**src/sv/rhc_pkg.sv**
```systemverilog
// ----------------------------------------------------------------------------
// rhc_pkg
// Shared widths, constants and types of the RGB / HSV / HSL color converter.
// ----------------------------------------------------------------------------
package rhc_pkg;

   localparam int CH_BITS     = 8;
   localparam int HUE_IN_BITS = 16;
   localparam int HUE_BITS    = 15;
   localparam int FRAC_BITS   = 6;

   localparam int CH_MAX   = (1 << CH_BITS) - 1;
   localparam int SEG      = 60 << FRAC_BITS;
   localparam int HUE_FULL = 360 << FRAC_BITS;
   localparam int DEN_HSV  = CH_MAX * SEG;
   localparam int DEN_HSL  = CH_MAX * CH_MAX * SEG;

   // Divider lanes: numerator, divisor and quotient widths.
   localparam int LANES = 3;
   localparam int NW    = 28;
   localparam int DW    = 28;
   localparam int QW    = 15;
   localparam int SW    = DW + QW;

   typedef enum logic [1:0] {
      MODE_RGB_HSV = 2'd0,
      MODE_RGB_HSL = 2'd1,
      MODE_HSV_RGB = 2'd2,
      MODE_HSL_RGB = 2'd3
   } mode_type;

   typedef enum logic [1:0] {
      SEL_RED   = 2'd0,
      SEL_GREEN = 2'd1,
      SEL_BLUE  = 2'd2
   } hue_sel_type;

   typedef struct packed {
      mode_type                  mode;
      logic [CH_BITS-1:0]        level;
      logic [2:0]                sector;
      logic                      gray;
   } side_type;

   typedef struct packed {
      side_type                  side;
      logic [LANES-1:0][NW-1:0]  rem;
      logic [LANES-1:0][DW-1:0]  dvs;
      logic [LANES-1:0][QW-1:0]  quo;
   } div_word_type;

endpackage

```
**src/sv/rhc_div_stage.sv**
```systemverilog
// ----------------------------------------------------------------------------
// rhc_div_stage
// One restoring-division step: settles quotient bit BIT in all three lanes.
// ----------------------------------------------------------------------------
module rhc_div_stage #(
   parameter int BIT = 0
) (
   input  logic                   clock,
   input  logic                   reset,
   input  logic                   in_valid,
   output logic                   in_ready,
   input  rhc_pkg::div_word_type  in_word,
   output logic                   out_valid,
   input  logic                   out_ready,
   output rhc_pkg::div_word_type  out_word
);
   import rhc_pkg::*;

   div_word_type word_in, word_ff;
   logic         valid_ff;
   logic [SW-1:0] shifted [LANES];

   always_comb begin
      word_in = in_word;
      for (int i = 0; i < LANES; i++) begin
         shifted[i] = SW'(in_word.dvs[i]) << BIT;
         if (SW'(in_word.rem[i]) >= shifted[i]) begin
            word_in.rem[i]      = in_word.rem[i] - shifted[i][NW-1:0];
            word_in.quo[i][BIT] = 1'b1;
         end
      end
   end

   assign in_ready = !valid_ff || out_ready;

   always_ff @(posedge clock) begin
      if (reset) begin
         valid_ff <= 1'b0;
      end else if (in_ready) begin
         valid_ff <= in_valid;
      end
      if (in_ready && in_valid) begin
         word_ff <= word_in;
      end
   end

   assign out_valid = valid_ff;
   assign out_word  = word_ff;

endmodule

```
**config.mk**
```make
export PLATFORM = sky130hd
export DESIGN_NAME = rhc_div_stage
export DESIGN_NICKNAME = d
export VERILOG_FILES = /design/src/sv/rhc_pkg.sv /design/src/sv/rhc_div_stage.sv
export SDC_FILE = /design/constraint.sdc
export NUM_CORES = 1
export LEC_CHECK = 0
export ABC_AREA = 0
export ABC_CLOCK_PERIOD_IN_PS = 9600
export CORE_AREA = 2 2 181 183
export DETAILED_ROUTE_END_ITERATION = 8
export DIE_AREA = 0 0 183 185
export DONT_BUFFER_PORTS = 1
export HOLD_SLACK_MARGIN = 0.08
export PLACE_DENSITY_LB_ADDON = 0.2
export SETUP_SLACK_MARGIN = 0.1
export SLEW_MARGIN = 40
export SYNTH_ARGS = -nofsm -noshare
export SYNTH_HDL_FRONTEND = slang
export SYNTH_SLANG_ARGS = --single-unit
```
**constraint.sdc**
```tcl
create_clock -name clock -period 9.6 [get_ports clock]
set_clock_uncertainty 0.15 [all_clocks]
set_input_delay 2.4 -clock clock [delete_from_list [all_inputs] [get_ports clock]]
set_output_delay 2.4 -clock clock [all_outputs]
set_load 0.01 [all_outputs]
```
Word-level counts from Yosys, hierarchy flattened
Index checks and enable logic that the tools add are counted.
{ "totals": {"reg_bits": 228, "latch_bits": 0, "mem_bits_rw": 0, "romBits": 0, "inputBits": 231, "out_inout_bits": 229, "wordCells": 29, "n_memories": 0} }
{ "op_classes": {"addsub": 3, "n_mul": 0, "div": 0, "magnitude_cmp": 3, "n_eq_ne": 0, "n_shift": 0, "n_mux": 3, "bitwise": 0, "reduce_logical": 3} }
{ "ops": {"columns": ["cell", "n"], "rows": [
  ["$ge A28 B28 Y1", 3],
  ["$mux W28", 3],
  ["$sub A28 B28 Y28", 3],
  ["$logic_and A1 B1 Y1", 1],
  ["$logic_not A1 Y1", 1],
  ["$logic_or A1 B1 Y1", 1]
]} }

Logic depth before layout (Yosys ltp)
{ "depth": {"depth_word": 3, "depth_mapped": 14} }

Worst setup path before layout
No wires, ideal clock.
{ "synth_timing": {"path_kind": "input to register", "from": "input out_ready", "to": "register word_ff, in the netlist out_word[0] (enable)", "setup_ps": 617, "t_arrival_ps": 7786, "required_ps": 8833, "setup_slack_ps": 1047, "path_stages": 2, "path_buffers": 0, "cell_sequence": "nand2b_1 -> and2_1"} }
{ "synth_via": {"elab_chain_len": 2} }
{ "synth_lines": {"columns": ["item", "line_no", "text"], "rows": [
  ["from (decl)", "rhc_div_stage.sv:14", "input logic out_ready,"],
  ["$logic_or A1 B1 Y1", "rhc_div_stage.sv:34", "assign in_ready = !valid_ff || out_ready;"],
  ["$logic_and A1 B1 Y1", "rhc_div_stage.sv:42", "if (in_ready && in_valid) begin"],
  ["to (signal assigned)", "rhc_div_stage.sv:43", "word_ff <= word_in;"],
  ["to (decl)", "rhc_div_stage.sv:19", "div_word_type word_in, word_ff;"]
]} }
No other way between the ends.
A chain may end at the register's enable or synchronous reset.

==> implementation parameters <==
Parameter                              Value

Power and ir drop
  Worst VDD drop    0.109 mV
  Leak Pwr    5.57 nW
  Total power divided by cell area    198 nW/um^2
  Total chip power    2.76 mW

Worst setup path
  Category of the most critical setup path    input port to register
  Required @ worst endpoint    9.73 ns
  List of cells traversed by the critical path    inv_1, ha_1, fa_1, nor2b_1, o31a_1, o21ai_2, o211ai_2, a311o_1, a31oi_2, a21oi_1, o22a_1, buf_4, mux2_2
  Worst Setup Start Kind    input port
  Element type at the critical path end    register
  Arrival time at the worst endpoint    5.67 ns
  Crit path max fanout    16
  Crit path largest cell delay    0.57 ns
  Cell at the slowest stage of the critical path    o22a_1

Die
  DIE HEIGHT    185 um
  Floorplan core area    32000 um^2
  Initial cell density of the core    0.393
  Overall die width    183 um
  # rows    66
  Die footprint    33900 um^2
  Top-level port count    460

GRT
  Residual overflow from global routing    0
  Wire length of the first global-routing pass    48500 um
  Vias in the first global route    8141
  Antenna violations before repair    4
  Global router's overall resource usage    0.184
  Maximum number of pins on one net before global-route repair    72

Status
  Result of the run    completed

Synthesis
  Post-Synthesis Cell Area    12600 um^2
  Fraction of synthesized cell area taken by the top area cell type    0.541
  Number of storage elements in the synthesis netlist    228
  Synth warnings    0
  Most instantiated flip-flop cell in the synthesis netlist    edfxtp_1
  Number of nets produced by synthesis    1392
  Synth cell types    62
  Syn Area/Cell    11.7 um^2
  Async set-reset flop share out of synthesis    0
  Number of cells produced by synthesis    1074
  Part of the Yosys area used for sequential elements    0.542
  Number of flops mapped to enable cells by yosys    227
  Most area-hungry cell type in the Yosys netlist    edfxtp_1
  Synth area leaders    edfxtp_1 (54%), ha_1 (8.3%), mux2_2 (3.8%), a21oi_1 (3.1%), xnor2_1 (3.0%)

Drt
  Post-route antenna net violation count    0
  Total detailed-routing wirelength    33200 um
  Vias per inst    5.55
  Vias    8351
  Drt first pass iters    4
  Average wire per cell in the routed design    22.1 um
  Detailed-route DRC error count    0
  Iteration-0 DRC count of the detailed router    489

CTS
  Number of buffers inserted to repair setup after CTS    0
  Clock-pin transition on the worst setup and hold timing paths    0.06 ns
  CTS tree    done
  Maximum level of the CTS H-tree    1
  Clock latency on the worst-skew pair    0.52 ns
  Number of hold buffers added after CTS    0
  Clk sink count    228
  Inserted Clock Buffers    26
  Max clock buf depth    3
  Cells resized by post-CTS repair    0
  Root buf cell    clkbuf_16

Timing
  Pins Over Slew Limit    0
  Slew at the pin closest to its max-slew limit    0.775 ns
  Max-slew headroom at the worst pin    0.483
  Time the final worst path needs with I/O delays and setup    5.54 ns
  FMAX    180 MHz
  Number of hold violations in the final report    0
  Total Negative Setup Slacks    0 ns
  Crit share post-route    0.577
  Setup WS post-layout    4.06 ns
  Unrepaired setup endpoints after global routing    false
  Final setup vio count    0

Finish
  Nets    1394
  Layout overhead on the synthesized area    10.6%
  Filler cells    3010
  Most common library cell in the layout ignoring fill and taps    edfxtp_1
  Fin cells    1505
  Most used cells in the layout excluding fill and tap cells    edfxtp_1 (227), inv_1 (99), ha_1 (84)
  Fraction of layout instances using a drive strength above 1    0.103

Flow run
  Maximum Capacitance Violations    0

Worst hold path
  Min-delay worst type    register to register

Placed design
  Routability cong.    0.855
  Minimum setup slack after placement    3.50 ns
  Count of placed standard cells including taps    1455
  HPWL after DPL    25800 um
  Buffers on Ports    0
## cells by family after synthesis
logic type,Yosys count,share of synthesized area
fa+ha+maj,87,0.0881
compound gates,275,0.140
xor+xnor,69,0.0479
buf+inv,132,0.0408
flops,228,0.542
simple gates,223,0.0852
mux,60,0.0559
## power breakdown
part | switching [mW] | internal, mW | total [mW]
logic | 0.259 | 0.196 | 0.456
clock network | 0.399 | 0.619 | 1.02
registers | 0.0786 | 1.21 | 1.29
total | 0.737 | 2.02 | 2.76
## synthesized netlist by cell type (4+ instances only)
cell type and n:
nand2_1 79, mux2_2 43, a21o_1 44, mux2_4 10, nor3_1 9, nor2_1 41, nand2b_1 10, o21bai_1 7
edfxtp_1 227, a211o_1 6, nor2b_1 12, o21a_1 9, xor2_1 26, o31a_1 4, inv_1 99, and3_1 7
o2111ai_1 4, o211ai_1 5, o21ai_0 63, clkbuf_1 28, or3_1 6, a211oi_1 6, nand4_1 16, a21boi_0 4
mux2i_1 7, and2_1 4, or2_2 5, a31oi_1 16, nand3_1 23, xnor2_1 43, ha_1 84, a21oi_1 77
## final cells by class
| cell class | count | area [um^2] | area share |
|---|---|---|---|
| Timing Repair Buffer | 7 | 68.8 | 0.00493 |
| Inverter | 99 | 372 | 0.0266 |
| Antenna cell | 2 | 5.00 | 0.000359 |
| Multi-Input combinational cell | 714 | 5280 | 0.379 |
| Tap cell | 408 | 510 | 0.0366 |
| Clock inverter | 15 | 179 | 0.0128 |
| Clock buffer | 32 | 694 | 0.0498 |
| Sequential cell | 228 | 6840 | 0.490 |
## registers in the layout (all words and copies together) (netlist names)
register / count
out_word: 227
out_valid: 1
## through the flow
stage	hold WS (ns)	instance area [um^2]	utilization
after floorplan	0.443	12600	-
after global placement	0.520	13000	0.407
after detailed placement	0.535	13000	0.407
after CTS	0.542	13900	0.434
after global routing	0.555	13900	0.435
final	0.530	13900	0.435
## final timing paths
kind / startpoint / to / slack [ns] / cells after the start
setup / recovery: in_word[157] / out_word[164]$_DFFE_PP_ / 4.06 / 13
hold / removal: out_valid$_SDFFE_PP0N_ / out_valid$_SDFFE_PP0N_ / 0.53 / 2
setup reg to reg: out_valid$_SDFFE_PP0N_ / out_word[137]$_DFFE_PP_ / 7.11 / 4
hold reg to reg: out_valid$_SDFFE_PP0N_ / out_valid$_SDFFE_PP0N_ / 0.53 / 2
## critical path: cells and delay by family
kind,cells,cell delay (ns)
AOI/OAI and AO/OA,7,1.69
adders and majority gates,2,0.62
buffers and inverters,2,0.43
muxes,1,0.38
and+or+nand+nor,1,0.16
## metal layers
layer	vias to the layer above	part of all wire	global-route usage	wire, um
met4	0	0.024	0.0496	801
met2	355	0.48	0.315	15900
met3	43	0.094	0.0592	3110
met5	-	0	0	0
met1	3960	0.40	0.224	13300
li1	3993	-	-	-
No activity file was read; power rests on OpenSTA's default activity.
