==> config.mk <==
export PLATFORM = sky130hd
export DESIGN_NAME = rhc_front
export DESIGN_NICKNAME = d
export VERILOG_FILES = /design/src/sv/rhc_pkg.sv /design/src/sv/rhc_front.sv
export SDC_FILE = /design/constraint.sdc
export NUM_CORES = 2
export LEC_CHECK = 0
export BUFFER_PORTS_ARGS = -buffer_cell sky130_fd_sc_hd__buf_4
export CORE_UTILIZATION = 40
export DETAILED_ROUTE_END_ITERATION = 8
export GPL_TIMING_DRIVEN = 0
export SLEW_MARGIN = 20
export SYNTH_ARGS = -nofsm -noshare
export SYNTH_HDL_FRONTEND = slang
export SYNTH_SLANG_ARGS = --single-unit
==> constraint.sdc <==
create_clock -name clock -period 16.4 [get_ports clock]
set_clock_uncertainty 0.1 [all_clocks]
set_input_delay 3.28 -clock clock [delete_from_list [all_inputs] [get_ports clock]]
set_output_delay 3.28 -clock clock [all_outputs]
set_load 0.02 [all_outputs]
==> src/sv/rhc_pkg.sv <==
// ----------------------------------------------------------------------------
// rhc_pkg
// Shared widths, constants and types of the RGB / HSV / HSL color converter.
// ----------------------------------------------------------------------------
package rhc_pkg;

   localparam int CH_BITS     = 8;
   localparam int HUE_IN_BITS = 16;
   localparam int HUE_BITS    = 15;
   localparam int FRAC_BITS   = 6;

   localparam int CH_MAX   = (1 << CH_BITS) - 1;
   localparam int SEG      = 60 << FRAC_BITS;
   localparam int HUE_FULL = 360 << FRAC_BITS;
   localparam int DEN_HSV  = CH_MAX * SEG;
   localparam int DEN_HSL  = CH_MAX * CH_MAX * SEG;

   // Divider lanes: numerator, divisor and quotient widths.
   localparam int LANES = 3;
   localparam int NW    = 28;
   localparam int DW    = 28;
   localparam int QW    = 15;
   localparam int SW    = DW + QW;

   typedef enum logic [1:0] {
      MODE_RGB_HSV = 2'd0,
      MODE_RGB_HSL = 2'd1,
      MODE_HSV_RGB = 2'd2,
      MODE_HSL_RGB = 2'd3
   } mode_type;

   typedef enum logic [1:0] {
      SEL_RED   = 2'd0,
      SEL_GREEN = 2'd1,
      SEL_BLUE  = 2'd2
   } hue_sel_type;

   typedef struct packed {
      mode_type                  mode;
      logic [CH_BITS-1:0]        level;
      logic [2:0]                sector;
      logic                      gray;
   } side_type;

   typedef struct packed {
      side_type                  side;
      logic [LANES-1:0][NW-1:0]  rem;
      logic [LANES-1:0][DW-1:0]  dvs;
      logic [LANES-1:0][QW-1:0]  quo;
   } div_word_type;

endpackage

==> src/sv/rhc_front.sv <==
// ----------------------------------------------------------------------------
// rhc_front
// Two pipeline stages that turn a pixel into three divider lanes.
// ----------------------------------------------------------------------------
module rhc_front (
   input  logic                             clock,
   input  logic                             reset,
   input  rhc_pkg::mode_type                mode,
   input  logic                             in_valid,
   output logic                             in_ready,
   input  logic [rhc_pkg::CH_BITS-1:0]      in_red,
   input  logic [rhc_pkg::CH_BITS-1:0]      in_green,
   input  logic [rhc_pkg::CH_BITS-1:0]      in_blue,
   input  logic [rhc_pkg::HUE_IN_BITS-1:0]  in_hue,
   input  logic [rhc_pkg::CH_BITS-1:0]      in_saturation,
   input  logic [rhc_pkg::CH_BITS-1:0]      in_level,
   output logic                             out_valid,
   input  logic                             out_ready,
   output rhc_pkg::div_word_type            out_word
);
   import rhc_pkg::*;

   typedef struct packed {
      mode_type            mode;
      logic [CH_BITS-1:0]  red;
      logic [CH_BITS-1:0]  green;
      logic [CH_BITS-1:0]  blue;
      logic [CH_BITS-1:0]  mx;
      logic [CH_BITS-1:0]  delta;
      logic [CH_BITS:0]    sum;
      hue_sel_type         sel;
      logic [HUE_BITS-1:0] hm;
      logic [2:0]          sector;
      logic [11:0]         t;
      logic [CH_BITS-1:0]  sat;
      logic [CH_BITS-1:0]  lv;
      logic [15:0]         ls;
      logic [15:0]         q;
   } stage_a_type;

   function automatic logic [11:0] hsl_weight(input logic [HUE_BITS-1:0] tt);
      logic [11:0] w;
      if (tt < HUE_BITS'(SEG)) begin
         w = 12'(tt);
      end else if (tt < HUE_BITS'(3 * SEG)) begin
         w = 12'(SEG);
      end else if (tt < HUE_BITS'(4 * SEG)) begin
         w = 12'(HUE_BITS'(4 * SEG) - tt);
      end else begin
         w = 12'd0;
      end
      return w;
   endfunction

   function automatic logic [HUE_BITS-1:0] hue_shift(input logic [HUE_BITS-1:0] hh,
                                                     input logic [15:0] off);
      logic [15:0] s;
      s = 16'(hh) + off;
      if (s >= 16'(HUE_FULL)) begin
         s = s - 16'(HUE_FULL);
      end
      return s[HUE_BITS-1:0];
   endfunction

   stage_a_type   a_in, a_ff;
   logic          a_valid_ff, a_ready;
   div_word_type  b_in, b_ff;
   logic          b_valid_ff, b_ready;

   logic [CH_BITS-1:0]  mx, mn;
   logic [15:0]         hm16;
   logic [11:0]         f;
   logic [HUE_BITS-1:0] base;

   always_comb begin
      mx = in_red;
      if (in_green > mx) mx = in_green;
      if (in_blue > mx) mx = in_blue;
      mn = in_red;
      if (in_green < mn) mn = in_green;
      if (in_blue < mn) mn = in_blue;

      a_in.mode  = mode;
      a_in.red   = in_red;
      a_in.green = in_green;
      a_in.blue  = in_blue;
      a_in.mx    = mx;
      a_in.delta = mx - mn;
      a_in.sum   = {1'b0, mx} + {1'b0, mn};
      if (mx == in_red) begin
         a_in.sel = SEL_RED;
      end else if (mx == in_green) begin
         a_in.sel = SEL_GREEN;
      end else begin
         a_in.sel = SEL_BLUE;
      end

      if (in_hue >= 16'(2 * HUE_FULL)) begin
         hm16 = in_hue - 16'(2 * HUE_FULL);
      end else if (in_hue >= 16'(HUE_FULL)) begin
         hm16 = in_hue - 16'(HUE_FULL);
      end else begin
         hm16 = in_hue;
      end
      a_in.hm = hm16[HUE_BITS-1:0];

      if (a_in.hm >= HUE_BITS'(5 * SEG)) a_in.sector = 3'd5;
      else if (a_in.hm >= HUE_BITS'(4 * SEG)) a_in.sector = 3'd4;
      else if (a_in.hm >= HUE_BITS'(3 * SEG)) a_in.sector = 3'd3;
      else if (a_in.hm >= HUE_BITS'(2 * SEG)) a_in.sector = 3'd2;
      else if (a_in.hm >= HUE_BITS'(SEG)) a_in.sector = 3'd1;
      else a_in.sector = 3'd0;
      base   = HUE_BITS'(SEG) * {12'd0, a_in.sector};
      f      = 12'(a_in.hm - base);
      a_in.t = a_in.sector[0] ? 12'(SEG) - f : f;

      a_in.sat = in_saturation;
      a_in.lv  = in_level;
      a_in.ls  = 16'(in_level) * 16'(in_saturation);
      if ({1'b0, in_level, 1'b0} < 10'(CH_MAX)) begin
         a_in.q = 16'(in_level) * (16'(CH_MAX) + 16'(in_saturation));
      end else begin
         a_in.q = (16'(in_level) + 16'(in_saturation)) * 16'(CH_MAX) - a_in.ls;
      end
   end

   assign a_ready = !a_valid_ff || b_ready;
   assign in_ready = a_ready;

   always_ff @(posedge clock) begin
      if (reset) begin
         a_valid_ff <= 1'b0;
      end else if (a_ready) begin
         a_valid_ff <= in_valid;
      end
      if (a_ready && in_valid) begin
         a_ff <= a_in;
      end
   end

   logic [15:0]         p, qp;
   logic [9:0]          g_num;
   logic [10:0]         b_num;
   logic [CH_BITS:0]    sden;
   logic [HUE_BITS-1:0] t_lane [LANES];

   always_comb begin
      b_in.side.mode   = a_ff.mode;
      b_in.side.level  = a_ff.lv;
      b_in.side.sector = a_ff.sector;
      b_in.side.gray   = (a_ff.sat == '0);
      b_in.quo         = '0;
      for (int i = 0; i < LANES; i++) begin
         b_in.rem[i] = '0;
         b_in.dvs[i] = DW'(1);
      end

      p      = 16'({a_ff.lv, 1'b0}) * 16'(CH_MAX) - a_ff.q;
      qp     = a_ff.q - p;
      g_num  = 10'(a_ff.blue) + 10'({a_ff.delta, 1'b0}) - 10'(a_ff.red);
      b_num  = 11'(a_ff.red) + 11'({a_ff.delta, 2'b00}) - 11'(a_ff.green);
      sden   = (a_ff.sum <= 9'(CH_MAX)) ? a_ff.sum : 9'(2 * CH_MAX) - a_ff.sum;
      t_lane[0] = hue_shift(a_ff.hm, 16'(2 * SEG));
      t_lane[1] = a_ff.hm;
      t_lane[2] = hue_shift(a_ff.hm, 16'(4 * SEG));

      unique case (a_ff.mode)
         MODE_RGB_HSV, MODE_RGB_HSL: begin
            if (a_ff.mode == MODE_RGB_HSV) begin
               b_in.side.level = a_ff.mx;
            end else begin
               b_in.side.level = a_ff.sum[CH_BITS:1];
            end
            if (a_ff.delta != '0) begin
               b_in.dvs[0] = DW'(a_ff.delta);
               unique case (a_ff.sel)
                  SEL_RED: begin
                     if (a_ff.green >= a_ff.blue) begin
                        b_in.rem[0] = NW'(a_ff.green - a_ff.blue) * NW'(SEG);
                     end else begin
                        b_in.rem[0] = NW'(a_ff.delta) * NW'(HUE_FULL)
                                    - NW'(a_ff.blue - a_ff.green) * NW'(SEG);
                     end
                  end
                  SEL_GREEN: b_in.rem[0] = NW'(g_num) * NW'(SEG);
                  default:   b_in.rem[0] = NW'(b_num) * NW'(SEG);
               endcase
               b_in.rem[1] = NW'(a_ff.delta) * NW'(CH_MAX);
               if (a_ff.mode == MODE_RGB_HSV) begin
                  b_in.dvs[1] = DW'(a_ff.mx);
               end else begin
                  b_in.dvs[1] = DW'(sden);
               end
            end
         end
         MODE_HSV_RGB: begin
            b_in.rem[1] = NW'(a_ff.lv) * NW'(CH_MAX) - NW'(a_ff.ls);
            b_in.dvs[1] = DW'(CH_MAX);
            b_in.rem[2] = NW'(a_ff.lv) * NW'(DEN_HSV)
                        - NW'(a_ff.ls) * NW'(12'(SEG) - a_ff.t);
            b_in.dvs[2] = DW'(DEN_HSV);
         end
         default: begin
            for (int i = 0; i < LANES; i++) begin
               b_in.rem[i] = NW'(p) * NW'(SEG) + NW'(qp) * NW'(hsl_weight(t_lane[i]));
               b_in.dvs[i] = DW'(DEN_HSL);
            end
         end
      endcase
   end

   assign b_ready = !b_valid_ff || out_ready;

   always_ff @(posedge clock) begin
      if (reset) begin
         b_valid_ff <= 1'b0;
      end else if (b_ready) begin
         b_valid_ff <= a_valid_ff;
      end
      if (b_ready && a_valid_ff) begin
         b_ff <= b_in;
      end
   end

   assign out_valid = b_valid_ff;
   assign out_word  = b_ff;

endmodule

# [Yosys cells after proc, flatten, opt, wreduce, memory -nomap -nowiden]
# Index checks and enable logic that the tools add are counted.
[totals] ff_bits=315 input_bits=62 out_inout_bits=229 word_cells=161
[op_classes] addsub=32 multipliers=18 order_cmp=25 n_eq_ne=5 muxes=42 reduce_logical=12
[op_table] op="$pmux 28 s2" n=7
[op_table] op="$mux 12" n=13
[op_table] op="$lt 15x14->1 const B" n=6
[op_table] op="$add 28x28->28" n=3
[op_table] op="$mul 16x12->28" n=3
[op_table] op="$mux 15" n=4
[op_table] op="$mul 28x4->20 const B" n=2
[op_table] op="$mux 56" n=1
[op_table] op="$ge 16x15->1 const B" n=3
[op_table] op="$mux 8" n=6
[op_table] op="$sub 12x12->12 const A" n=4
[op_table] op="$sub 16x16->16" n=3
[op_table] op="$lt 15x12->1 const B" n=3
[op_table] op="$sub 15x15->15 const B" n=3
[op_table] op="$mux 44" n=1
[op_table] op="$mul 8x8->16 const B" n=2
[op_table] op="$ge 15x14->1 const B" n=2
[op_table] op="$mul 17x13->28" n=1
[op_table] op="$mux 28" n=1
[op_table] op="$sub 23x28->28" n=1
[op_table] op="$sub 28x28->28" n=1
[op_table] op="$mul 16x4->20 const B" n=1
[op_table] op="$mul 8x12->20 const B" n=1
[op_table] op="$add 8x8->9" n=2
[op_table] op="47 further kinds" n=60

# [Logic depth before layout (Yosys ltp)]
[depth] depth_word=13 mapped_depth=50

# [Worst setup path before layout]
# OpenSTA, ideal clock, no wires.
[synth_path] kind="flip-flop to flip-flop" start="reg a_ff[34] (netlist name)" end="reg b_ff (netlist bit out_word[156]) (data pin)" setup_ns=0.254 arrival_time_ns=11.580 t_required_ns=16.046 slack_ns=4.466 path_stages_with_launch=49 path_buffers=1 synth_period_minus_slack_ns=11.934 cell_sequence="edfxtp_1 inv_1 fa_1 inv_1 ha_1 inv_1 fa_1 fa_1 inv_1 ha_1 xnor2_1 ha_1 and2_1 a221oi_1 a21bo_2 nand3b_1 xor2_1 inv_1 (+13 left out) fa_1 inv_1 fa_1 fa_1 inv_1 fa_1 inv_1 ha_1 a21oi_1 o21ai_0 a21oi_1 nor2b_1 a311oi_1 a21oi_1 a311o_1 a31oi_1 xnor2_1 a21o_1"
[synth_lines] element="from (decl)" line_no="rhc_front.sv:65" text="stage_a_type a_in, a_ff;"
[synth_lines] element="from (signal assigned)" line_no="rhc_front.sv:137" text="a_ff <= a_in;"
[synth_lines] element="to (signal assigned)" line_no="rhc_front.sv:221" text="b_ff <= b_in;"
[synth_lines] element="to (decl)" line_no="rhc_front.sv:67" text="div_word_type b_in, b_ff;"

==> impl_metrics.tcl <==
set metrics [dict create \
    crit_buf_inv 10 \
    rrSetupSlack_ps 1050 \
    period_share_pct 93.6 \
    r2r_start "a_ff[32]$_DFFE_PP_" \
    grt_first_pass_wirelength_mm 305 \
    grt-ovfl-total 0 \
    crit_path_max_fanout 15 \
    hold_viol 0 \
    clockBufferDepth 3 \
    pin_count 291 \
    slew_violations 0 \
    wl_mm 201 \
    io_buffers 215 \
    synth.avg_cell_area_um2 9.02 \
    ant_nets 0 \
    cts_tree "built" \
    arrival_ps 15650 \
    tightest_slew_ps 1300 \
    cp_top_family "adder cells" \
    cpMostUsedCell "inv_1" \
    drt_iter0_markers 3624 \
    cts_buffers 34 \
    core-area_um2 156000 \
    cp-startpoint "a_ff[32]$_DFFE_PP_" \
    status "complete, no violations" \
    gp_congestion 0.990 \
    synthArstFlopShare_pct 0 \
    rows 145 \
    synth_area_leaders "fa_1 (31%), ha_1 (16%), edfxtp_1 (12%)" \
    dpl.hpwl_mm 171 \
    cpPeakStageDelay_ps 1100 \
    crit_type "reg2reg" \
    wire_per_inst_um 21.4 \
    critPathLaunchType "flip-flop" \
    yosysWarnings 0 \
    nFillCells 15396 \
    syn_inst 6983 \
    vias 49142 \
    synth_edf_count 247 \
    nets 9159 \
    drive_gt1_share_pct 7.54 \
    drt_pre_antenna_iters 6 \
    min-delay-start "a_ff[61]$_DFFE_PP_" \
    via_per_inst 5.22 \
    die-height_um 399 \
    min_period_ps 15350 \
    clkTransAtPathRegs_ps 60 \
    drv_cap 0 \
    cts_root_buf "clkbuf_16" \
    setup_viol 0 \
    synth_seq_cells 249 \
    yosysTopAreaCell "fa_1" \
    rsz0062_at_grt "false" \
    syn_area_um2 63000 \
    drc 0 \
    track_usage_pct 25.5 \
    synth.distinct_cells 110 \
    tns_ps 0 \
    start_util_pct 40.3 \
    slew_headroom_pct 12.9 \
    grt_pass1_vias 50160 \
    yosys.area.top_type_share_pct 31.5 \
    die-width_um 399 \
    hold_class "reg2reg" \
    cts_resized 0 \
    htreeDepth 2 \
    cp_slowest_cell "edfxtp_1" \
    fmax_mhz 65.1 \
    cp-end-kind "flip-flop" \
    die_area_um2 159000 \
    grt_start_max_net_pins 51 \
    cts.sinks 249 \
    synthToLayoutAreaGrowth_pct 9.54 \
    antenna_found_initial 9 \
    ctsHoldBuffers 0 \
    ys.flop_type "edfxtp_1" \
    clock_latency_ps 640 \
    yosysSeqAreaShare_pct 11.8 \
    cp.required_ps 16700 \
    post_cts_buffers 0 \
]
## layout make-up
| cell class | count | area [um2] | area share, % |
|---|---|---|---|
| clock inverters | 27 | 260 | 0.377 |
| plain buffers | 297 | 1630 | 2.36 |
| clock buffers | 34 | 851 | 1.23 |
| diodes | 2 | 5.00 | 0.00725 |
| multi-input cells | 4998 | 48700 | 70.6 |
| repair buffers | 230 | 1850 | 2.68 |
| well taps | 2058 | 2570 | 3.73 |
| flip-flops and latches | 249 | 7460 | 10.8 |
| inverters | 1512 | 5680 | 8.22 |
## sequential cells by signal (all words and copies together) (netlist names)
register and flops:
a_ff 129, a_valid_ff 1, out_valid 1, out_word 118
## through the flow
stage	hold slack [ps]	util, %	std cells	worst slack (ps)	instance area [um2]
6_report	326	44.2	9407	1050	69000
5_1_grt	333	44.2	9406	334	69000
4_1_cts	331	44.2	9405	923	69000
3_5_place_dp	315	43.4	9344	987	67900
3_3_place_gp	313	43.2	9329	523	67500
2_1_floorplan	300	-	7056	4470	63300
## logic make-up after synthesis
logic type / synth area share [%]
simple gates: 12.1
xor+xnor: 5.85
compound gates: 10.6
buf+inv: 11.6
flops: 11.8
fa+ha+maj: 47.1
mux: 0.920
other cells: 0.00595
## cell usage after synthesis (33+ instances only)
master and number:
nor2_1 459, a21o_1 119, o21a_1 52, mux2i_1 41, o21ai_0 202, and3_1 34, edfxtp_1 247, buf_4 117
xor2_1 147, clkbuf_1 148, o22ai_1 33, o21bai_1 51, a21oi_1 282, xnor2_1 258, ha_1 784, nand3_1 66
nand2b_1 88, and2_1 148, nor3_1 69, nor2b_1 65, inv_1 1508, a31oi_1 35, nand2_1 612, fa_1 991
## cells in the final DEF, fill, tap and decap left out, types with 35 or more instances in the layout
master	synthesis	routed
nor3_1	69	69
nor2_1	459	459
a31oi_1	35	35
inv_1	1508	1508
a21oi_1	282	282
xor2_1	147	142
o21a_1	52	52
edfxtp_1	247	247
mux2i_1	41	41
o21ai_0	202	198
o21bai_1	51	51
nand2b_1	88	88
buf_4	117	335
xnor2_1	258	245
conb_1	1	74
ha_1	784	784
nor2b_1	65	64
a21o_1	119	119
nand3_1	66	66
clkbuf_1	148	147
and2_1	148	147
fa_1	991	991
nand2_1	612	612
## worst reg2reg max path, delay by kind of cell (launching register included)
| family | cells | cell delay (ps) |
|---|---|---|
| AO/OA/AOI/OAI | 17 | 4120 |
| XOR/XNOR | 3 | 1620 |
| adder cells (fa/ha/maj) | 14 | 6210 |
| buffers and inverters | 10 | 1370 |
| flip-flops | 1 | 1100 |
| AND/OR/NAND/NOR | 5 | 630 |
## per-layer routing
metal  vias to the layer above  GRT usage, %  part of all wire (%)
li1                      22627             -                     -
met4                         2          8.52                   3.8
met1                     24486          35.0                    44
met2                      1720          40.6                    45
met5                         -             0                0.0065
met3                       307          4.44                   7.4
## worst paths after layout
kind	to	cells after the start
worst min-delay path	out_word[215]$_DFFE_PP_	0
worst max-delay path	out_word[152]$_DFFE_PP_	49
worst min register to register	out_word[215]$_DFFE_PP_	0
worst max register to register	out_word[152]$_DFFE_PP_	49
Power is not shown: default switching activity piles up to over one toggle a cycle in this logic, so the estimate is an artifact.
