[src/sv/rhc_pkg.sv]
// ----------------------------------------------------------------------------
// rhc_pkg
// Shared widths, constants and types of the RGB / HSV / HSL color converter.
// ----------------------------------------------------------------------------
package rhc_pkg;

   localparam int CH_BITS     = 8;
   localparam int HUE_IN_BITS = 16;
   localparam int HUE_BITS    = 15;
   localparam int FRAC_BITS   = 6;

   localparam int CH_MAX   = (1 << CH_BITS) - 1;
   localparam int SEG      = 60 << FRAC_BITS;
   localparam int HUE_FULL = 360 << FRAC_BITS;
   localparam int DEN_HSV  = CH_MAX * SEG;
   localparam int DEN_HSL  = CH_MAX * CH_MAX * SEG;

   // Divider lanes: numerator, divisor and quotient widths.
   localparam int LANES = 3;
   localparam int NW    = 28;
   localparam int DW    = 28;
   localparam int QW    = 15;
   localparam int SW    = DW + QW;

   typedef enum logic [1:0] {
      MODE_RGB_HSV = 2'd0,
      MODE_RGB_HSL = 2'd1,
      MODE_HSV_RGB = 2'd2,
      MODE_HSL_RGB = 2'd3
   } mode_type;

   typedef enum logic [1:0] {
      SEL_RED   = 2'd0,
      SEL_GREEN = 2'd1,
      SEL_BLUE  = 2'd2
   } hue_sel_type;

   typedef struct packed {
      mode_type                  mode;
      logic [CH_BITS-1:0]        level;
      logic [2:0]                sector;
      logic                      gray;
   } side_type;

   typedef struct packed {
      side_type                  side;
      logic [LANES-1:0][NW-1:0]  rem;
      logic [LANES-1:0][DW-1:0]  dvs;
      logic [LANES-1:0][QW-1:0]  quo;
   } div_word_type;

endpackage

[src/sv/rhc_back.sv]
// ----------------------------------------------------------------------------
// rhc_back
// Maps the lane quotients onto the result fields and holds the result word.
// ----------------------------------------------------------------------------
module rhc_back (
   input  logic                          clock,
   input  logic                          reset,
   input  logic                          in_valid,
   output logic                          in_ready,
   input  rhc_pkg::div_word_type         in_word,
   output logic                          rsp_valid,
   input  logic                          rsp_ready,
   output logic [rhc_pkg::CH_BITS-1:0]   rsp_out_red,
   output logic [rhc_pkg::CH_BITS-1:0]   rsp_out_green,
   output logic [rhc_pkg::CH_BITS-1:0]   rsp_out_blue,
   output logic [rhc_pkg::HUE_BITS-1:0]  rsp_out_hue,
   output logic [rhc_pkg::CH_BITS-1:0]   rsp_out_saturation,
   output logic [rhc_pkg::CH_BITS-1:0]   rsp_out_level
);
   import rhc_pkg::*;

   logic [CH_BITS-1:0]  red_in, green_in, blue_in, sat_in, level_in;
   logic [CH_BITS-1:0]  red_ff, green_ff, blue_ff, sat_ff, level_ff;
   logic [HUE_BITS-1:0] hue_in, hue_ff;
   logic [CH_BITS-1:0]  full, low, mid;
   logic                valid_ff;

   always_comb begin
      red_in   = '0;
      green_in = '0;
      blue_in  = '0;
      hue_in   = '0;
      sat_in   = '0;
      level_in = '0;
      full     = in_word.side.level;
      low      = in_word.quo[1][CH_BITS-1:0];
      mid      = in_word.quo[2][CH_BITS-1:0];
      unique case (in_word.side.mode)
         MODE_RGB_HSV, MODE_RGB_HSL: begin
            hue_in   = in_word.quo[0][HUE_BITS-1:0];
            sat_in   = in_word.quo[1][CH_BITS-1:0];
            level_in = in_word.side.level;
         end
         MODE_HSV_RGB: begin
            case (in_word.side.sector)
               3'd0: begin red_in = full; green_in = mid;  blue_in = low;  end
               3'd1: begin red_in = mid;  green_in = full; blue_in = low;  end
               3'd2: begin red_in = low;  green_in = full; blue_in = mid;  end
               3'd3: begin red_in = low;  green_in = mid;  blue_in = full; end
               3'd4: begin red_in = mid;  green_in = low;  blue_in = full; end
               default: begin red_in = full; green_in = low; blue_in = mid; end
            endcase
         end
         default: begin
            if (in_word.side.gray) begin
               red_in   = in_word.side.level;
               green_in = in_word.side.level;
               blue_in  = in_word.side.level;
            end else begin
               red_in   = in_word.quo[0][CH_BITS-1:0];
               green_in = in_word.quo[1][CH_BITS-1:0];
               blue_in  = in_word.quo[2][CH_BITS-1:0];
            end
         end
      endcase
   end

   assign in_ready = !valid_ff || rsp_ready;

   always_ff @(posedge clock) begin
      if (reset) begin
         valid_ff <= 1'b0;
      end else if (in_ready) begin
         valid_ff <= in_valid;
      end
      if (in_ready && in_valid) begin
         red_ff   <= red_in;
         green_ff <= green_in;
         blue_ff  <= blue_in;
         hue_ff   <= hue_in;
         sat_ff   <= sat_in;
         level_ff <= level_in;
      end
   end

   assign rsp_valid          = valid_ff;
   assign rsp_out_red        = red_ff;
   assign rsp_out_green      = green_ff;
   assign rsp_out_blue       = blue_ff;
   assign rsp_out_hue        = hue_ff;
   assign rsp_out_saturation = sat_ff;
   assign rsp_out_level      = level_ff;

endmodule

[config.mk]
export PLATFORM = sky130hd
export DESIGN_NAME = rhc_back
export DESIGN_NICKNAME = d
export VERILOG_FILES = /design/src/sv/rhc_pkg.sv /design/src/sv/rhc_back.sv
export SDC_FILE = /design/constraint.sdc
export NUM_CORES = 1
export LEC_CHECK = 0
export ABC_AREA = 1
export BUFFER_PORTS_ARGS = -buffer_cell sky130_fd_sc_hd__buf_2
export CORE_AREA = 4 4 109 111
export DETAILED_ROUTE_END_ITERATION = 10
export DIE_AREA = 0 0 113 115
export PLACE_DENSITY = 0.67
export SLEW_MARGIN = 30
export SYNTH_ARGS = -nofsm -noshare
export SYNTH_HDL_FRONTEND = slang
export SYNTH_SLANG_ARGS = --single-unit
[constraint.sdc]
create_clock -name clock -period 5.35 [get_ports clock]
set_clock_uncertainty 0.15 [all_clocks]
set_input_delay 0.8025 -clock clock [delete_from_list [all_inputs] [get_ports clock]]
set_output_delay 0.8025 -clock clock [all_outputs]
set_load 0.005 [all_outputs]
# After elaboration in Yosys (flattened, before gate mapping)
# Index checks and enable logic that the tools add are counted.
# op_classes
n_eq_ne	6
n_reduce_logical	12
n_mux	9
# op_table
op	n
$pmux 8 s2	6
$mux 8	3
$reduce_or 2->1	7
$eq 3x2->1 const B	2
$eq 3x1->1 const B	1
$eq 3x3->1 const B	1
$logic_not 3->1	1
$eq 2x1->1 const B	1
$eq 2x2->1 const B	1
$logic_not 2->1	1
$logic_and 1x1->1	1
$logic_not 1->1	1
$logic_or 1x1->1	1
# word_totals
register_bits	56
inputBits	231
wordCells	34
output_inout_bits	57

# Logic depth before layout (Yosys ltp)
# Gate-level depths: netlist of the first run.
# logic_depth
ltp_word	4
depth_mapped	10

# Least setup slack after synthesis of the first run
# Ideal clock, no wire load.
# synth_timing
path_type	input to register
start	input in_valid
end	register blue_ff[0], in the netlist rsp_out_blue[0], enable pin
arrival_time_ns	3.521
path_stages	2
setup_time_ns	0.486
slack_ns	1.193
n_path_buf	0
t_required_ns	4.714
cell_sequence	inv_1 a21oi_1
# synth_between
elab_chain_cells	1
# synth_rtl
element	line	text
from (decl)	rhc_back.sv:8	input logic in_valid,
$logic_and 1x1->1	rhc_back.sv:76	if (in_ready && in_valid) begin
to (signal assigned)	rhc_back.sv:79	blue_ff <= blue_in;
to (decl)	rhc_back.sv:23	logic [CH_BITS-1:0] red_ff, green_ff, blue_ff, sat_ff, level_ff;
# Every way passes these cells.
# A chain may end at the register's enable or synchronous reset.

# Final worst setup path of the first run
# layout_timing
start	input in_word[226] (netlist bit)
end	register blue_ff[4], in the netlist rsp_out_blue[4] (data pin)
# layout_between
elab_chain_cells	3
elab_cells_between_ends	5
# layout_rtl
element	line	text
from (decl)	rhc_back.sv:10	input rhc_pkg::div_word_type in_word,
$eq 2x1->1 / $logic_not 2->1 (equally long branches)	rhc_back.sv:38	unique case (in_word.side.mode)
$reduce_or 2->1	rhc_back.sv:38	
$pmux 8 s2 *	rhc_back.sv:38	
via blue_in[4]	rhc_back.sv:22	logic [CH_BITS-1:0] red_in, green_in, blue_in, sat_in, level_in;
# Mark *: on every way through the listed nets, which the timed path passes. The rest lies on a longest branch.

==> impl_metrics.ini, run 1 <==
[outcome]
status = completed

[power]
powerDensity_nw_per_um2 = 250
p_leak_nw = 1.85
peakVddDrop_mv = 0.166

[cells_and_area]
area_delta_synth_final_pct = 22.7
final_cell_area_sq_um = 3810
drive_above_1_share_pct = 26.9
seqCellArea_sq_um = 1670
fill_cells = 1128
fin_util_pct = 35.3
fin_cells = 609
diodes = 0
nets = 699
multi_input_area_sq_um = 1130

[timing]
maxSlewViolCount = 0
fmax_mhz = 381
slew-limit-headroom_pct = 44.9
final.min_clock_period_ps = 2620
finalSetupViolCount = 0
hold_viol_final = 0
fin_crit_sh_pct = 49.0
rsz0062_at_grt = no
whs_ps = 390
worst_pin_slew_ps = 826
setup_tns_ps = 0

[cts]
holdBufCountCts = 0
clkTransAtPathRegs_ps = 100
clock-sinks = 56
h-tree-depth = 2
clk_latency_ps = 310
cts_resized = 0
cts_tree = done
postCtsSetupRepairBufs = 0
cts_buffer_depth = 2
clock-root-buffer = clkbuf_8
cts_buffers = 5

[drt]
vias_per_cell = 4.92
dr.pass1.iters = 6
wirelength_um = 10600
drc = 0
drt_iter0_markers = 357
via_count = 2999
post_drt_wl_per_cell_um = 17.5
final_antenna_net_count = 0

[grt]
grt_remaining_overflow = 0
first_global_vias = 2999
grt_max_degree = 56
grtUsageTotal_pct = 16.0
grt_pass1_wl_um = 16200
antenna_found_initial = 0

[yosys]
syn_area_sq_um = 3100
synth_seq_cells = 56
netlist_instances = 369
synth_top_area_share_pct = 53.2
synth_cell_type_count = 22
ys_seq_area_share_pct = 53.8
synth.avg_cell_area_sq_um = 8.41
syn-num-nets = 600
synth.largest_area_cell = edfxtp_1
synth.area.top_cells = edfxtp_1, nand2_1, nand3_1
yosys_warnings = 0

[worst_setup_path]
path_max_fanout = 33
slowest_delay_ps = 580
crit_type = in2reg
path_cells = buf_2 -> nand2_1 -> inv_1 -> nand2_1 -> nand2_1
reg2reg_from = rsp_valid
cp_num_buf_inv = 2
crit_family = buffers and inverters
start_kind = input pin
cpMostUsedCell = nand2_1
ff2ff_setup_slack_ps = 3750
slowest_stage = inv_1
critPathCaptureType = register
worstPathRequired_ps = 5380
crit_arrival_ps = 2650
r2r-end = rsp_out_saturation[6]
reg2reg_depth = 2

[die]
initial_core_util_pct = 28.8
die_height_um = 115
core_area_sq_um = 10800
dieArea_sq_um = 13000
row_count = 38
chipWidth_um = 113
ioPinCount = 288

[place]
place_area_sq_um = 3720
dp_hpwl_um = 7640
port_buffers = 105
gp_congestion = 0.833
dp_cells = 601

[hold_path]
hold_depth = 2
min_to = rsp_valid
hp-start = rsp_valid
min_path_type = reg2reg

[flow_run]
max_cap_viol_count = 0
[layout make-up]
type                            count  share of cell area [%]
Clock buffer                        6                    1.91
Clock inverter                      2                   0.296
Tap cell                          140                    4.60
Inverter                           56                    5.52
Multi-Input combinational cell    243                    29.8
Sequential cell                    56                    43.9
Timing Repair Buffer              106                    14.0
[kinds of logic after synthesis]
logic type,synth area share [%]
compound gates,12.3
flops,53.8
simple gates,23.9
buf+inv,9.96
[cells in the mapped netlist]
library cell / count
nand2_1: 93
edfxtp_1: 55
inv_1: 52
nand3_1: 40
nor2_1: 33
o21ai_0: 30
a21oi_1: 27
o21a_1: 8
clkbuf_1: 6
buf_6: 4
inv_2: 4
nand2_4: 4
buf_2: 2
nor2_2: 2
o21ai_1: 2
buf_4: 1
clkbuf_8: 1
dfxtp_1: 1
nand2_2: 1
o21ai_2: 1
o21ai_4: 1
or2_1: 1
[stage by stage]
stage | total power, mW | worst slack [ps]
after floorplan | 0.643 | 1190
after global placement | 0.725 | 2470
final | 0.953 | 2730
after CTS | 0.959 | 2740
after detailed placement | 0.728 | 2400
after global routing | 0.999 | 2540
[worst reg2reg max path: stages, from the launching register on]
cell	delay (ps)
dfxtp_1	350
a21oi_4	140
buf_4	570
[placed cells by master, fill, tap and decap left out, types with 4 or more instances in the layout]
cell type | synthesis | final
a21oi_1 | 27 | 26
buf_2 | 2 | 105
clkbuf_8 | 1 | 5
edfxtp_1 | 55 | 55
inv_1 | 52 | 52
inv_2 | 4 | 4
nand2_1 | 93 | 93
nand2_4 | 4 | 4
nand3_1 | 40 | 40
nor2_1 | 33 | 33
o21a_1 | 8 | 8
o21ai_0 | 30 | 30
[routing by layer]
metal / share of wire (%) / vias to the layer above / GRT usage, % / routed length [um]
met4: 1.6 / 0 / 3.04 / 167
li1: - / 1414 / - / -
met1: 44 / 1391 / 22.4 / 4690
met2: 43 / 171 / 23.9 / 4540
met3: 12 / 23 / 6.16 / 1240
met5: 0 / - / 0 / 0
[worst max-delay path by stage]
stage	startpoint	slack (ps)	cells past startpoint	to
2_1_floorplan	in_valid	1190	2	rsp_out_blue[0]
3_3_place_gp	in_word[226]	2470	5	rsp_out_red[3]
3_5_place_dp	in_word[226]	2400	5	rsp_out_red[0]
4_1_cts	in_word[226]	2740	5	rsp_out_red[0]
5_1_grt	in_word[226]	2540	5	rsp_out_red[3]
6_report	in_word[226]	2730	5	rsp_out_blue[4]
[state kept, by name, summed over array words and instances, names as in the netlist]
register            flops
rsp_out_red             8
rsp_out_hue            15
rsp_out_blue            8
rsp_out_level           8
rsp_out_saturation      8
rsp_out_green           8
rsp_valid               1
[report_power, final]
part | internal (mW) | leakage, nW | switching [mW]
combinational | 0.0664 | 1.26 | 0.124
clock | 0.0913 | 0.0388 | 0.142
sequential | 0.520 | 0.557 | 0.00927
total | 0.677 | 1.85 | 0.276
Note: power is estimated with default switching activity, not from simulation.
==> inputs of run 2 (changes only) <==
--- a/config.mk
+++ b/config.mk
@@ -5,12 +5,12 @@
 export SDC_FILE = /design/constraint.sdc
 export NUM_CORES = 1
 export LEC_CHECK = 0
-export ABC_AREA = 1
+export ABC_AREA = 0
 export BUFFER_PORTS_ARGS = -buffer_cell sky130_fd_sc_hd__buf_2
-export CORE_AREA = 4 4 109 111
+export CORE_AREA = 4 4 111 113
 export DETAILED_ROUTE_END_ITERATION = 10
-export DIE_AREA = 0 0 113 115
-export PLACE_DENSITY = 0.67
+export DIE_AREA = 0 0 115 117
+export PLACE_DENSITY = 0.66
 export SLEW_MARGIN = 30
 export SYNTH_ARGS = -nofsm -noshare
 export SYNTH_HDL_FRONTEND = slang
==> constraint.sdc (replaced) <==
create_clock -name clock -period 2.1 [get_ports clock]
set_clock_uncertainty 0.15 [all_clocks]
set_input_delay 0.315 -clock clock [delete_from_list [all_inputs] [get_ports clock]]
set_output_delay 0.315 -clock clock [all_outputs]
set_load 0.005 [all_outputs]
==> run 2 against run 1 <==
Global-route usage decreased by 1.4 points. Highest routed layer unchanged. Final cell count decreased by 21%. Synthesized cell count decreased by 37%. Via count decreased by 17%. Combinational power increased by 140%. Routed wire length decreased by 7.9%. First-iteration DRC count decreased by 51%. Flip-flop and latch count unchanged.
==> impl_metrics.ini, run 2 <==
[outcome]
status = completed

[timing]
fin_crit_sh_pct = 82.1
fmax_mhz = 580
final.min_clock_period_ps = 1720
finalSetupViolCount = 0
slew-limit-headroom_pct = 55.6
worst_pin_slew_ps = 665
rsz0062_at_grt = no
hold_viol_final = 0
setup_tns_ps = 0
maxSlewViolCount = 0

[cells_and_area]
fin_cells = 482
nets = 569
drive_above_1_share_pct = 40.4
final_cell_area_sq_um = 3810
final_cell_mix = buf_2, edfxtp_1, nor2b_1, mux2i_1, nand3_1
layout_commonest_cell = buf_2
area_delta_synth_final_pct = 31.2
fill_cells = 1168
fin_util_pct = 33.6
largest_reg_flops = 15
diodes = 0

[grt]
grt_remaining_overflow = 0
antenna_found_initial = 1
grt_pass1_wl_um = 14900
grtUsageTotal_pct = 14.6
grt_max_degree = 56
first_global_vias = 2516

[cts]
clock-sinks = 56
cts_buffer_depth = 2
clk_latency_ps = 290
h-tree-depth = 2
cts_resized = 0
cts_buffers = 5
postCtsSetupRepairBufs = 0
holdBufCountCts = 0
clkTransAtPathRegs_ps = 80
clock-root-buffer = clkbuf_16
cts_tree = done

[yosys]
synth_seq_cells = 56
synth_common_cells = edfxtp_1, nor2b_1, mux2i_1
yosysMostFrequentCell = edfxtp_1
synth_top_area_share_pct = 56.9
synth_flop_cell = edfxtp_1
yosys_warnings = 0
synth.avg_cell_area_sq_um = 12.5
async_flop_share_pct = 0
synth.area.top_cells = edfxtp_1, nor2b_1, mux2i_1
ys_seq_area_share_pct = 57.6
synth_cell_type_count = 34
syn-num-nets = 463
netlist_instances = 232
syn_area_sq_um = 2900
synth.largest_area_cell = edfxtp_1
synth-edff-count = 55

[worst_setup_path]
path_cells = buf_2 -> or3_4 -> a21boi_1 -> a221o_1
worstPathRequired_ps = 2110
reg2reg_from = rsp_valid
start_kind = input pin
ff2ff_setup_slack_ps = 730
r2r-end = rsp_out_hue[11]
crit_arrival_ps = 1730
critPathCaptureType = register
crit_family = compound AO/OA/AOI/OAI gates
crit_type = in2reg
cp_num_buf_inv = 1
path_max_fanout = 8
slowest_stage = a21boi_1
slowest_delay_ps = 560
reg2reg_depth = 3

[drt]
vias_per_cell = 5.15
drt_iter0_markers = 176
post_drt_wl_per_cell_um = 20.3
dr.pass1.iters = 5
drc = 0
via_count = 2484
final_antenna_net_count = 0
wirelength_um = 9800

[die]
core_area_sq_um = 11300
row_count = 39
initial_core_util_pct = 25.6
dieArea_sq_um = 13500
ioPinCount = 288
die_height_um = 117
chipWidth_um = 115

[power]
power.total_mw = 2.88
peakVddDrop_mv = 0.393
powerDensity_nw_per_um2 = 757
p_leak_nw = 1.53

[place]
gp_congestion = 0.850
place_area_sq_um = 3620
dp_hpwl_um = 7410
dp_cells = 474
port_buffers = 105

[hold_path]
min_to = rsp_valid
min_path_type = in2reg
hold_depth = 2
hp-start = reset

[flow_run]
max_cap_viol_count = 0
-- run 2: routing by layer --
metal / global-route usage (%) / wire (um)
met1: 22.6 / 4700
met2: 20.1 / 4100
met3: 4.16 / 916
met4: 2.97 / 88
met5: 0 / 0
-- run 2: per-stage QoR --
| step | hold slack (ps) | setup WS [ps] |
|---|---|---|
| floorplan | 234 | 284 |
| global placement | 340 | 124 |
| detailed placement | 344 | 147 |
| CTS | 31.2 | 444 |
| global route | 27.7 | 289 |
| finish | 31.7 | 376 |
-- run 2: area by class of cell --
cell class | instances | area [sq um] | share of cell area [%]
tap | 143 | 179 | 4.70
inverter | 3 | 11.3 | 0.296
clock inverter | 2 | 60.1 | 1.58
clock buffer | 6 | 129 | 3.38
sequential | 56 | 1670 | 43.9
timing repair buffer | 117 | 628 | 16.5
multi-input combinational | 155 | 1130 | 29.6
-- run 2: kinds of logic after synthesis --
logic type / after synthesis / synth area share [%]
xor+xnor: 3 / 0.906
compound gates: 60 / 15.5
mux: 25 / 8.97
simple gates: 67 / 13.5
buf+inv: 21 / 3.54
flops: 56 / 57.6
-- run 2: report_power, final --
part / total (mW) / internal [mW] / switching (mW)
Combinational: 0.460 / 0.200 / 0.261
Clock: 1.07 / 0.685 / 0.386
Sequential: 1.35 / 1.32 / 0.0264
Total: 2.88 / 2.21 / 0.673
-- run 2: worst max-delay path by stage --
stage / from / to / slack [ps] / cells past startpoint
2_1_floorplan: in_word[214] / rsp_out_red[0] / 280 / 5
3_3_place_gp: in_word[214] / rsp_out_red[4] / 120 / 4
3_5_place_dp: in_word[214] / rsp_out_red[0] / 150 / 4
4_1_cts: in_word[214] / rsp_out_red[4] / 440 / 4
5_1_grt: in_word[214] / rsp_out_red[4] / 290 / 4
6_report: in_word[214] / rsp_out_red[4] / 380 / 4
-- run 2: worst reg2reg max path, cell delays in order, from the launching register on --
cell and delay [ps]:
dfxtp_1 310, nand2b_1 100, and2_2 180, buf_12 270
